**src/hdl/work_stealing_task_queue_defines.svh**
```systemverilog
// Assertion helpers shared by the queue RTL.
`ifndef WORK_STEALING_TASK_QUEUE_DEFINES_SVH
`define WORK_STEALING_TASK_QUEUE_DEFINES_SVH

// Same-cycle implication, disabled while reset is held.
`define WSTQ_ASSERT_IMP(name, clk, rst_n, pre, post, msg) \
    name: assert property (@(posedge clk) disable iff (!(rst_n)) (pre) |-> (post)) \
        else $error(msg);

// Next-cycle implication, disabled while reset is held.
`define WSTQ_ASSERT_NXT(name, clk, rst_n, pre, post, msg) \
    name: assert property (@(posedge clk) disable iff (!(rst_n)) (pre) |=> (post)) \
        else $error(msg);

`endif

```
**src/hdl/wstq_pkg.sv**
```systemverilog
`timescale 1ns / 1ps

package wstq_pkg;

    localparam int CAPACITY = 16;
    localparam int IDX_W    = $clog2(CAPACITY);
    localparam int CNT_W    = $clog2(CAPACITY + 1);
    localparam int OP_W     = 2;
    localparam int TASK_W   = 32;
    localparam int QC_W     = 5;

    typedef enum logic [OP_W-1:0] {
        OP_SUBMIT = 2'd0,
        OP_FETCH  = 2'd1,
        OP_STEAL  = 2'd2
    } t_op;

    // Decoded request, produced at accept time from the pointer state.
    typedef struct packed {
        logic [IDX_W-1:0] rd_head;
        logic [IDX_W-1:0] rd_next;
        logic             stored;
        logic             take_head;
        logic             take_second;
        logic [IDX_W-1:0] wr_addr;
        logic [CNT_W-1:0] count;
    } t_cmd;

    typedef struct packed {
        logic              en;
        logic [IDX_W-1:0]  addr;
        logic [TASK_W-1:0] data;
    } t_wr;

endpackage

```
**src/hdl/wstq_ctrl.sv**
```systemverilog
`timescale 1ns / 1ps
`include "work_stealing_task_queue_defines.svh"

module wstq_ctrl (
    input  logic                       i_clk,
    input  logic                       i_rst_n,
    input  logic                       i_accept,
    input  logic [wstq_pkg::OP_W-1:0]  i_operation,
    output wstq_pkg::t_cmd             o_cmd
);

    localparam int IDX_W    = wstq_pkg::IDX_W;
    localparam int CNT_W    = wstq_pkg::CNT_W;
    localparam int CAPACITY = wstq_pkg::CAPACITY;

    logic [IDX_W-1:0] r_head;
    logic [IDX_W-1:0] r_tail;
    logic [CNT_W-1:0] r_count;
    logic [IDX_W-1:0] n_head;
    logic [IDX_W-1:0] n_tail;
    logic [CNT_W-1:0] n_count;

    logic [IDX_W-1:0] w_head_next;
    logic [IDX_W-1:0] w_tail_next;
    logic             w_submit;
    logic             w_fetch;
    logic             w_steal;

    assign w_head_next = (r_head == IDX_W'(CAPACITY - 1)) ? '0 : r_head + 1'b1;
    assign w_tail_next = (r_tail == IDX_W'(CAPACITY - 1)) ? '0 : r_tail + 1'b1;

    assign w_submit = (i_operation == wstq_pkg::OP_SUBMIT) && (r_count != CNT_W'(CAPACITY));
    assign w_fetch  = (i_operation == wstq_pkg::OP_FETCH)  && (r_count != '0);
    assign w_steal  = (i_operation == wstq_pkg::OP_STEAL)  && (r_count >= CNT_W'(2));

    always_comb begin
        n_head  = r_head;
        n_tail  = r_tail;
        n_count = r_count;
        if (w_submit) begin
            n_tail  = w_tail_next;
            n_count = r_count + 1'b1;
        end
        if (w_fetch || w_steal) begin
            n_head  = w_head_next;
            n_count = r_count - 1'b1;
        end
    end

    // A steal copies the head into the second slot, so the write lands on head+1.
    always_comb begin
        o_cmd.rd_head     = r_head;
        o_cmd.rd_next     = w_head_next;
        o_cmd.stored      = w_submit;
        o_cmd.take_head   = w_fetch;
        o_cmd.take_second = w_steal;
        o_cmd.wr_addr     = w_submit ? r_tail : w_head_next;
        o_cmd.count       = n_count;
    end

    always_ff @(posedge i_clk) begin
        if (!i_rst_n) begin
            r_head  <= '0;
            r_tail  <= '0;
            r_count <= '0;
        end else if (i_accept) begin
            r_head  <= n_head;
            r_tail  <= n_tail;
            r_count <= n_count;
        end
    end

    `WSTQ_ASSERT_IMP(a_count_bound, i_clk, i_rst_n, 1'b1,
        r_count <= CNT_W'(CAPACITY), "count above capacity")
    `WSTQ_ASSERT_IMP(a_ptr_meet, i_clk, i_rst_n,
        (r_count == '0) || (r_count == CNT_W'(CAPACITY)), r_head == r_tail,
        "head and tail disagree when empty or full")
    `WSTQ_ASSERT_NXT(a_unused_op, i_clk, i_rst_n,
        i_accept && (i_operation != wstq_pkg::OP_SUBMIT)
            && (i_operation != wstq_pkg::OP_FETCH) && (i_operation != wstq_pkg::OP_STEAL),
        $stable(r_count) && $stable(r_head) && $stable(r_tail), "unused op changed state")

endmodule

```
**src/hdl/wstq_slots.sv**
```systemverilog
`timescale 1ns / 1ps

module wstq_slots (
    input  logic                         i_clk,
    input  logic                         i_rd_en,
    input  logic [wstq_pkg::IDX_W-1:0]   i_rd_head,
    input  logic [wstq_pkg::IDX_W-1:0]   i_rd_next,
    input  wstq_pkg::t_wr                i_wr,
    output logic [wstq_pkg::TASK_W-1:0]  o_rd_head_data,
    output logic [wstq_pkg::TASK_W-1:0]  o_rd_next_data
);

    logic [wstq_pkg::TASK_W-1:0] r_mem [wstq_pkg::CAPACITY];
    logic [wstq_pkg::TASK_W-1:0] r_rd_head_data;
    logic [wstq_pkg::TASK_W-1:0] r_rd_next_data;

    always_ff @(posedge i_clk) begin
        if (i_wr.en) begin
            r_mem[i_wr.addr] <= i_wr.data;
        end
    end

    // The write of the previous request lands on this same edge: bypass it.
    always_ff @(posedge i_clk) begin
        if (i_rd_en) begin
            r_rd_head_data <= (i_wr.en && (i_wr.addr == i_rd_head)) ? i_wr.data
                                                                     : r_mem[i_rd_head];
            r_rd_next_data <= (i_wr.en && (i_wr.addr == i_rd_next)) ? i_wr.data
                                                                     : r_mem[i_rd_next];
        end
    end

    assign o_rd_head_data = r_rd_head_data;
    assign o_rd_next_data = r_rd_next_data;

endmodule

```
**src/hdl/work_stealing_task_queue.sv**
```systemverilog
// Work-stealing task queue: a 16-entry ring of 32-bit task handles. Each request
// (submit, fetch from head, steal the second entry) yields exactly one result that
// carries the removed handle, its valid flag, the submit acceptance flag and the
// count left queued. One request is taken every cycle when the result side keeps
// up; a result passes through the registered read of the slot memory and then the
// result register. Pointers and count are updated at accept time, so back-to-back
// requests never wait on each other.
`timescale 1ns / 1ps
`include "work_stealing_task_queue_defines.svh"

module work_stealing_task_queue (
    input  logic                         i_clk,
    input  logic                         i_rst_n,
    input  logic                         i_valid,
    output logic                         o_ready,
    input  logic [wstq_pkg::OP_W-1:0]    i_operation,
    input  logic [wstq_pkg::TASK_W-1:0]  i_task_handle,
    output logic                         o_valid,
    input  logic                         i_ready,
    output logic [wstq_pkg::TASK_W-1:0]  o_task_out,
    output logic                         o_task_valid,
    output logic                         o_accepted,
    output logic [wstq_pkg::QC_W-1:0]    o_queue_count
);

    localparam int QC_W = wstq_pkg::QC_W;

    logic                         w_accept;
    logic                         w_s2_go;
    wstq_pkg::t_cmd               w_cmd;
    wstq_pkg::t_wr                w_wr;
    logic [wstq_pkg::TASK_W-1:0]  w_rd_head_data;
    logic [wstq_pkg::TASK_W-1:0]  w_rd_next_data;
    logic [wstq_pkg::TASK_W-1:0]  n_task_out;

    logic                         r_s2_v;
    wstq_pkg::t_cmd               r_s2_cmd;
    logic [wstq_pkg::TASK_W-1:0]  r_s2_handle;
    logic                         r_wr_pend;
    logic                         r_out_v;
    logic [wstq_pkg::TASK_W-1:0]  r_task_out;
    logic                         r_task_valid;
    logic                         r_accepted;
    logic [QC_W-1:0]              r_qcount;

    assign w_s2_go  = r_s2_v && (!r_out_v || i_ready);
    assign o_ready  = !r_s2_v || w_s2_go;
    assign w_accept = i_valid && o_ready;

    wstq_ctrl u_ctrl (
        .i_clk       (i_clk),
        .i_rst_n     (i_rst_n),
        .i_accept    (w_accept),
        .i_operation (i_operation),
        .o_cmd       (w_cmd)
    );

    // Slot write happens in the cycle after the request is accepted; a steal needs the head value first.
    always_comb begin
        w_wr.en   = r_wr_pend;
        w_wr.addr = r_s2_cmd.wr_addr;
        w_wr.data = r_s2_cmd.stored ? r_s2_handle : w_rd_head_data;
    end

    wstq_slots u_slots (
        .i_clk          (i_clk),
        .i_rd_en        (w_accept),
        .i_rd_head      (w_cmd.rd_head),
        .i_rd_next      (w_cmd.rd_next),
        .i_wr           (w_wr),
        .o_rd_head_data (w_rd_head_data),
        .o_rd_next_data (w_rd_next_data)
    );

    always_comb begin
        priority if (r_s2_cmd.take_head) begin
            n_task_out = w_rd_head_data;
        end else if (r_s2_cmd.take_second) begin
            n_task_out = w_rd_next_data;
        end else begin
            n_task_out = '0;
        end
    end

    always_ff @(posedge i_clk) begin
        if (!i_rst_n) begin
            r_s2_v    <= 1'b0;
            r_wr_pend <= 1'b0;
            r_out_v   <= 1'b0;
        end else begin
            r_wr_pend <= w_accept && (w_cmd.stored || w_cmd.take_second);
            if (w_accept) begin
                r_s2_v <= 1'b1;
            end else if (w_s2_go) begin
                r_s2_v <= 1'b0;
            end
            if (w_s2_go) begin
                r_out_v <= 1'b1;
            end else if (i_ready) begin
                r_out_v <= 1'b0;
            end
        end
    end

    always_ff @(posedge i_clk) begin
        if (w_accept) begin
            r_s2_cmd    <= w_cmd;
            r_s2_handle <= i_task_handle;
        end
        if (w_s2_go) begin
            r_task_out   <= n_task_out;
            r_task_valid <= r_s2_cmd.take_head || r_s2_cmd.take_second;
            r_accepted   <= r_s2_cmd.stored;
            r_qcount     <= QC_W'(r_s2_cmd.count);
        end
    end

    assign o_valid       = r_out_v;
    assign o_task_out    = r_task_out;
    assign o_task_valid  = r_task_valid;
    assign o_accepted    = r_accepted;
    assign o_queue_count = r_qcount;

    `WSTQ_ASSERT_NXT(a_wr_once, i_clk, i_rst_n, r_wr_pend && !w_accept,
        !r_wr_pend, "slot write repeated")
    `WSTQ_ASSERT_IMP(a_out_kind, i_clk, i_rst_n, o_valid,
        !(o_task_valid && o_accepted), "result both removed and stored")

endmodule
```
**config.mk**
```make
export PLATFORM = sky130hd
export DESIGN_NAME = work_stealing_task_queue
export DESIGN_NICKNAME = d
export VERILOG_FILES = /design/src/hdl/wstq_pkg.sv /design/src/hdl/wstq_ctrl.sv /design/src/hdl/wstq_slots.sv /design/src/hdl/work_stealing_task_queue.sv
export VERILOG_INCLUDE_DIRS = /design/src /design/src/hdl
export SDC_FILE = /design/constraint.sdc
export NUM_CORES = 1
export LEC_CHECK = 0
export BUFFER_PORTS_ARGS = -buffer_cell sky130_fd_sc_hd__buf_4
export CORE_ASPECT_RATIO = 0.6
export CORE_MARGIN = 1.5
export CORE_UTILIZATION = 50
export DETAILED_ROUTE_END_ITERATION = 7
export PLACE_DENSITY = 0.76
export SYNTH_ARGS = -nofsm -noshare
export SYNTH_HDL_FRONTEND = slang
export SYNTH_SLANG_ARGS = --single-unit
```
**constraint.sdc**
```tcl
create_clock -name i_clk -period 6 [get_ports i_clk]
set_clock_uncertainty 0.15 [all_clocks]
set_input_delay 0.9 -clock i_clk [delete_from_list [all_inputs] [get_ports i_clk]]
set_output_delay 0.9 -clock i_clk [all_outputs]
set_load 0.03 [all_outputs]
```
==> key figures, run 1 <==
Die
  – CORE AREA: 0.0594 mm^2
  – Die area: 0.0618 mm^2
  – Io pins: 79
  – Starting density of the core: 0.507
  – Die width: 320 um
  – Die height: 193 um
  – FP Rows: 69

Pwr
  – VDD IR-drop max: 0.228 mV
  – Lkg Pwr: 10.5 nW
  – Power Dens Cells: 323 mW/mm^2

Clocking
  – CTS tree: done
  – CTS buffer count: 60
  – Post_cts resized: 0
  – Worst-path clk slew: 70 ps
  – Clk root buf: clkbuf_16
  – Max H-tree Level: 2
  – CTS Buffer Depth: 3
  – CTS Sinks: 675
  – Clk Latency, worst-skew pair: 630 ps
  – Post-CTS setup buffers: 0
  – Hold bufs inserted after CTS: 0

STA
  – RSZ-0062 raised after global routing: no
  – Hold_ws: 269 ps
  – Period utilisation layout: 0.648
  – Final worst slack: 2110 ps
  – Max transition margin: 0.239
  – Final hold vios: 0
  – Fmax: 257 MHz
  – Slew at the pin with the worst max-slew slack: 1140 ps
  – Max Slew Vio Count: 0
  – Setup-failing EPs final: 0
  – Setup TNS: 0 ps
  – Period minus WS final: 3890 ps

Drt
  – DR iter-0 viols: 2622
  – Antenna Nets Post-Route: 0
  – Pre-antenna DRT Iters: 5
  – Wire per inst: 30.8 um
  – Via/cell ratio: 6.97
  – Final wirelength: 75600 um
  – Drt drc: 0
  – Via count: 17100

GRT
  – Antenna violations before repair: 1
  – Total track usage: 0.249
  – Vias in the first global route: 16900
  – Largest net degree at the start of global routing: 141
  – Global Route met1 Usage: 0.364
  – First-pass GRT wire length: 113000 um
  – Final global-route overflow total: 0
  – Gr busiest metal: met2
  – Met3 GRT Util: 0.0529
  – Met2 global-route usage: 0.387

Setup path
  – Reg2Reg Depth: 6
  – CP Class: reg2reg
  – Slowest CP cell: a31o_4
  – Worst EP required: 6200 ps
  – WP data arrival: 4090 ps
  – Crit path max fanout: 44
  – Type of element launching the critical path: flip-flop
  – Max stage delay on crit path: 880 ps
  – Worst r2r dst: u_slots.o_rd_next_data[0]
  – CP cell instances: ha_4, a31o_4, buf_12, mux4_2, a22oi_1, a31oi_1
  – CP Capture Type: flip-flop
  – Reg2reg setup slack: 2110 ps
  – Reg-to-reg startpoint: u_ctrl.r_head[1]

Layout
  – Layout cells sized above 1: 0.323
  – Most common cell after layout, fill and taps aside: edfxtp_1
  – Area delta synth->final: 12.0%
  – Most frequent cells in the layout: edfxtp_1, mux4_2, buf_4, a22oi_1, clkbuf_16
  – ANT cells: 0
  – Post-layout nets: 1663
  – Fill cell count: 4300
  – Register area: 0.0201 mm^2
  – Area of the multi-input gates: 0.00951 mm^2

Placement
  – Port bufs: 78
  – Dpl ws: 2010 ps
  – Global placement routability congestion: 0.781
  – Hpwl dp: 40400 um

Hold path
  – Worst hold stages: 0
  – Hold EP: o_queue_count[4]
  – Min-delay src: r_s2_cmd[4]
  – HP Class: reg2reg

Yosys
  – Yosys reg bits: 675
  – Yosys warning count: 0
  – Sequential share of the synthesized area: 0.668
  – Ys flop type: edfxtp_1
  – Synth Instances: 1554
  – Synthesized Nets: 1598
  – Number of synthesized flops with an enable pin: 659
  – Yosys cell types: 60
  – Asr flop ratio synth: 0
  – Mapped cell area: 0.0301 mm^2
  – Syn_area_per_cell: 19.4 um^2

Outcome
  – Outcome: completed

Job
  – Max-cap violations: 0
[cell usage after synthesis (all sizes together), types with 2 or more instances]
library cell / number / area (um^2)
a211oi: 3 / 22.5
a21oi: 13 / 65.1
a22o: 32 / 280
a22oi: 62 / 465
a311oi: 3 / 43.8
a31oi: 37 / 246
buf: 54 / 307
clkbuf: 63 / 236
dfxtp: 16 / 320
edfxtp: 659 / 19800
ha: 6 / 75.1
inv: 42 / 158
mux2: 4 / 45.0
mux2i: 38 / 380
mux4: 284 / 6400
nand2: 51 / 194
nand2b: 8 / 50.1
nand3: 8 / 40.0
nand3b: 4 / 30.0
nand4: 2 / 12.5
nor2: 30 / 113
nor2b: 4 / 25.0
nor3: 40 / 200
nor3b: 2 / 15.0
o211ai: 3 / 22.5
o21ai: 39 / 195
o221ai: 3 / 26.3
o31ai: 2 / 15.0
o41ai: 2 / 17.5
or2: 4 / 25.0
or4: 2 / 15.0
xnor2: 9 / 78.8
xor2: 8 / 70.1
[power by group]
part | internal, mW | total, mW | leakage (nW) | switching [mW]
Sequential | 5.43 | 5.54 | 6.17 | 0.105
Combinational | 0.581 | 1.38 | 3.38 | 0.802
Clock | 2.25 | 3.98 | 0.980 | 1.73
Total | 8.26 | 10.9 | 10.5 | 2.64
[worst max-delay path by stage]
stage	end	from	cells past startpoint
3_5_place_dp	u_slots.o_rd_next_data[0]	u_ctrl.r_head[1]	6
6_report	u_slots.o_rd_next_data[0]	u_ctrl.r_head[1]	6
5_1_grt	u_slots.o_rd_next_data[0]	u_ctrl.r_head[1]	6
3_3_place_gp	u_slots.o_rd_next_data[9]	u_ctrl.r_head[1]	6
2_1_floorplan	u_ctrl.r_count[1]	i_ready	6
4_1_cts	u_slots.o_rd_next_data[0]	u_ctrl.r_head[1]	6
[through the flow]
step                power, mW  area, um^2  cells  utilization
floorplan                6.57       30100   1554            -
global placement         6.96       31700   2338        0.534
detailed placement       7.00       31700   2338        0.534
CTS                      10.9       33800   2451        0.568
global route             11.2       33800   2451        0.568
finish                   10.9       33800   2451        0.568
[metal layers]
metal	share of wire	wire [um]
met1	0.39	29500
met2	0.46	34800
met3	0.12	9300
met4	0.025	1920
met5	0	0
[state kept, by name, indices dropped and copies added, names as in the netlist, 4 cells and up]
register and count:
o_queue_count 5, o_task_out 32, r_s2_cmd 12, r_s2_handle 32, u_ctrl.r_count 5, u_ctrl.r_head 4
u_ctrl.r_tail 4, u_slots.o_rd_head_data 32, u_slots.o_rd_next_data 32, u_slots.r_mem 512
[final cells by class]
cell class | count | area share
flip-flops and latches | 675 | 0.596
multi-input cells | 720 | 0.282
clock buffers | 72 | 0.0474
well taps | 781 | 0.0290
repair buffers | 120 | 0.0282
clock inverters | 41 | 0.0127
inverters | 42 | 0.00475
[kinds of logic after synthesis]
group	after synthesis	synth area share
buffers and inverters	159	0.0233
flip-flops	675	0.668
AO/OA/AOI/OAI	211	0.0500
adder cells (fa/ha/maj)	6	0.00249
XOR/XNOR	17	0.00494
AND/OR/NAND/NOR	160	0.0253
multiplexers	326	0.226
[worst max-delay path, delay by kind of cell, from the launching register on]
family | cells | cell delay (ps)
DFF | 1 | 870
AOI/OAI and AO/OA | 3 | 1260
buffers and inverters | 1 | 390
adders and majority gates | 1 | 340
muxes | 1 | 560
No activity file was read; power rests on OpenSTA's default activity.
==> run 2: changes to the inputs <==
--- a/config.mk
+++ b/config.mk
@@ -11,7 +11,7 @@
 export CORE_MARGIN = 1.5
 export CORE_UTILIZATION = 50
 export DETAILED_ROUTE_END_ITERATION = 7
-export PLACE_DENSITY = 0.76
+export PLACE_DENSITY = 0.79
 export SYNTH_ARGS = -nofsm -noshare
 export SYNTH_HDL_FRONTEND = slang
 export SYNTH_SLANG_ARGS = --single-unit
==> constraint.sdc (replaced) <==
create_clock -name i_clk -period 3.5 [get_ports i_clk]
set_clock_uncertainty 0.15 [all_clocks]
set_input_delay 0.525 -clock i_clk [delete_from_list [all_inputs] [get_ports i_clk]]
set_output_delay 0.525 -clock i_clk [all_outputs]
set_load 0.03 [all_outputs]
==> key figures, run 2 (synthesis gave the netlist of run 1 again) <==
Layout
  – Most frequent cells in the layout: edfxtp_1, mux4_2, buf_4, a22oi_1, clkbuf_16 (unchanged)
  – Post-route cell area: 0.0345 mm^2 (was 0.0338 mm^2)
  – Layout cells sized above 1: 0.326 (was 0.323)
  – Biggest register: u_slots.r_mem (unchanged)
  – Fill cell count: 4234 (was 4300)
  – Largest register FFs: 512 (unchanged)
  – Most common cell after layout, fill and taps aside: edfxtp_1 (unchanged)
  – Post-layout nets: 1718 (was 1663)
  – Area delta synth->final: 14.4% (was 12.0%)

Setup path
  – Reg2reg setup slack: 570 ps (was 2110 ps)
  – CP Capture Type: flip-flop (unchanged)
  – Type of element launching the critical path: flip-flop (unchanged)
  – Max stage delay on crit path: 600 ps (was 880 ps)
  – Crit path max fanout: 51 (was 44)
  – CP Capture Point: u_slots.o_rd_next_data[30] (was u_slots.o_rd_next_data[0])
  – Worst EP required: 3770 ps (was 6200 ps)
  – CP cell instances: buf_12, nand2_2, a311oi_4, xnor2_2, buf_4, nor3_1, a31oi_1 (was ha_4, a31o_4, buf_12, mux4_2, a22oi_1, a31oi_1)
  – Reg2Reg Depth: 7 (was 6)
  – Slowest CP cell: buf_4 (was a31o_4)
  – CP startpoint: u_ctrl.r_head[1] (unchanged)
  – Reg-to-reg startpoint: u_ctrl.r_head[1] (unchanged)
  – WP data arrival: 3200 ps (was 4090 ps)
  – CP Class: reg2reg (unchanged)
  – Worst r2r dst: u_slots.o_rd_next_data[30] (was u_slots.o_rd_next_data[0])

Clocking
  – Clk root buf: clkbuf_16 (unchanged)
  – Worst-path clk slew: 60 ps (was 70 ps)
  – Clk Latency, worst-skew pair: 620 ps (was 630 ps)
  – CTS tree: done (unchanged)
  – CTS buffer count: 60 (unchanged)
  – CTS Sinks: 675 (unchanged)
  – Max H-tree Level: 2 (unchanged)
  – CTS Buffer Depth: 3 (unchanged)

Die
  – Io pins: 79 (unchanged)
  – Die width: 320 um (unchanged)
  – CORE AREA: 0.0594 mm^2 (unchanged)
  – Die area: 0.0618 mm^2 (unchanged)
  – Die height: 193 um (unchanged)
  – FP Rows: 69 (unchanged)
  – Starting density of the core: 0.507 (unchanged)

Job
  – Max-cap violations: 0 (unchanged)

STA
  – Fmax: 341 MHz (was 257 MHz)
  – Max Slew Vio Count: 0 (unchanged)
  – Final hold vios: 0 (unchanged)
  – Setup TNS: 0 ps (unchanged)
  – Period minus WS final: 2930 ps (was 3890 ps)
  – Slew at the pin with the worst max-slew slack: 862 ps (was 1140 ps)
  – RSZ-0062 raised after global routing: no (unchanged)
  – Period utilisation layout: 0.838 (was 0.648)
  – Final worst slack: 566 ps (was 2110 ps)
  – Setup-failing EPs final: 0 (unchanged)
  – Max transition margin: 0.425 (was 0.239)
  – Hold_ws: 38.8 ps (was 269 ps)

GRT
  – Largest net degree at the start of global routing: 117 (was 141)
  – Antenna violations before repair: 1 (unchanged)
  – Total track usage: 0.259 (was 0.249)
  – First-pass GRT wire length: 116000 um (was 113000 um)
  – Vias in the first global route: 17500 (was 16900)
  – Final global-route overflow total: 0 (unchanged)

Pwr
  – Lkg Pwr: 10.9 nW (was 10.5 nW)
  – Gate power share: 0.134 (was 0.127)
  – Sequential share of power: 0.502 (was 0.508)
  – Power Dens Cells: 547 mW/mm^2 (was 323 mW/mm^2)
  – Clock power frac: 0.364 (was 0.365)
  – VDD IR-drop max: 0.476 mV (was 0.228 mV)
  – NetSw: 4.58 mW (was 2.64 mW)
  – Cell Int Power: 14.3 mW (was 8.26 mW)
  – Sw Ratio: 0.243 (was 0.242)

Placement
  – Post-DP Area: 0.0321 mm^2 (was 0.0317 mm^2)
  – Port bufs: 78 (unchanged)
  – Dpl ws: 588 ps (was 2010 ps)
  – Global placement routability congestion: 0.845 (was 0.781)
  – Hpwl dp: 43300 um (was 40400 um)

Drt
  – Antenna Nets Post-Route: 0 (unchanged)
  – Via count: 17300 (was 17100)
  – Wire per inst: 31.6 um (was 30.8 um)
  – Drt drc: 0 (unchanged)
  – DR iter-0 viols: 2610 (was 2622)
  – Pre-antenna DRT Iters: 5 (unchanged)
  – Via/cell ratio: 6.91 (was 6.97)
  – Final wirelength: 79300 um (was 75600 um)

Hold path
  – HP Class: in2reg (was reg2reg)

Outcome
  – Outcome: completed (unchanged)
-- run 2: repair_timing --
action                    CTS  global route
hold endpoints to repair   32             0
hold buffers               32             0
resized for setup           0             0
setup buffers               0             0
-- run 2: cell type report --
cell class | count | area, um^2 | area share
Clock inverter | 39 | 429 | 0.0125
Sequential cell | 675 | 20100 | 0.584
Inverter | 42 | 161 | 0.00468
Multi-Input combinational cell | 720 | 9510 | 0.276
Timing Repair Buffer | 175 | 1670 | 0.0484
Tap cell | 781 | 977 | 0.0284
Antenna cell | 1 | 2.50 | 0.0000726
Clock buffer | 75 | 1590 | 0.0461
-- run 2: how the worst min path moves through the flow --
stage | from | end | depth (start not counted) | slack (ps)
2_1_floorplan | r_s2_cmd[0] | o_queue_count[0] | 0 | 250
3_3_place_gp | r_s2_cmd[1] | o_queue_count[1] | 0 | 250
3_5_place_dp | r_s2_cmd[3] | o_queue_count[3] | 0 | 260
4_1_cts | i_valid | r_s2_v | 3 | 10
5_1_grt | i_valid | r_s2_v | 3 | 50
6_report | i_valid | r_s2_v | 3 | 40
-- run 2: power by group through the flow --
stage,sequential [mW],combinational (mW),clock (mW)
2_1_floorplan,9.62,1.65,0
3_3_place_gp,9.61,2.39,0
3_5_place_dp,9.62,2.45,0
4_1_cts,9.45,2.49,6.92
5_1_grt,9.47,2.67,7.20
6_report,9.45,2.52,6.86
-- run 2: layer usage --
layer	vias to the layer above	global-route usage	part of all wire
met5	-	0	0
met4	0	0.0941	0.036
met3	208	0.0853	0.14
met2	1391	0.395	0.45
met1	8874	0.355	0.37
li1	6858	-	-
-- run 2: critical path: cells and delay by family (launching register included) --
family,cells,cell delay (ps)
AOI/OAI and AO/OA,2,780
xor gates and xnor gates,1,160
buffers and inverters,2,960
DFF,1,370
and+or+nand+nor,2,280
-- run 2: metrics by stage --
step	total power [mW]	cells	util
3_3_place_gp	12.0	2361	0.541
4_1_cts	18.9	2507	0.580
3_5_place_dp	12.1	2361	0.541
5_1_grt	19.3	2507	0.580
6_report	18.8	2508	0.580
2_1_floorplan	11.3	1554	-
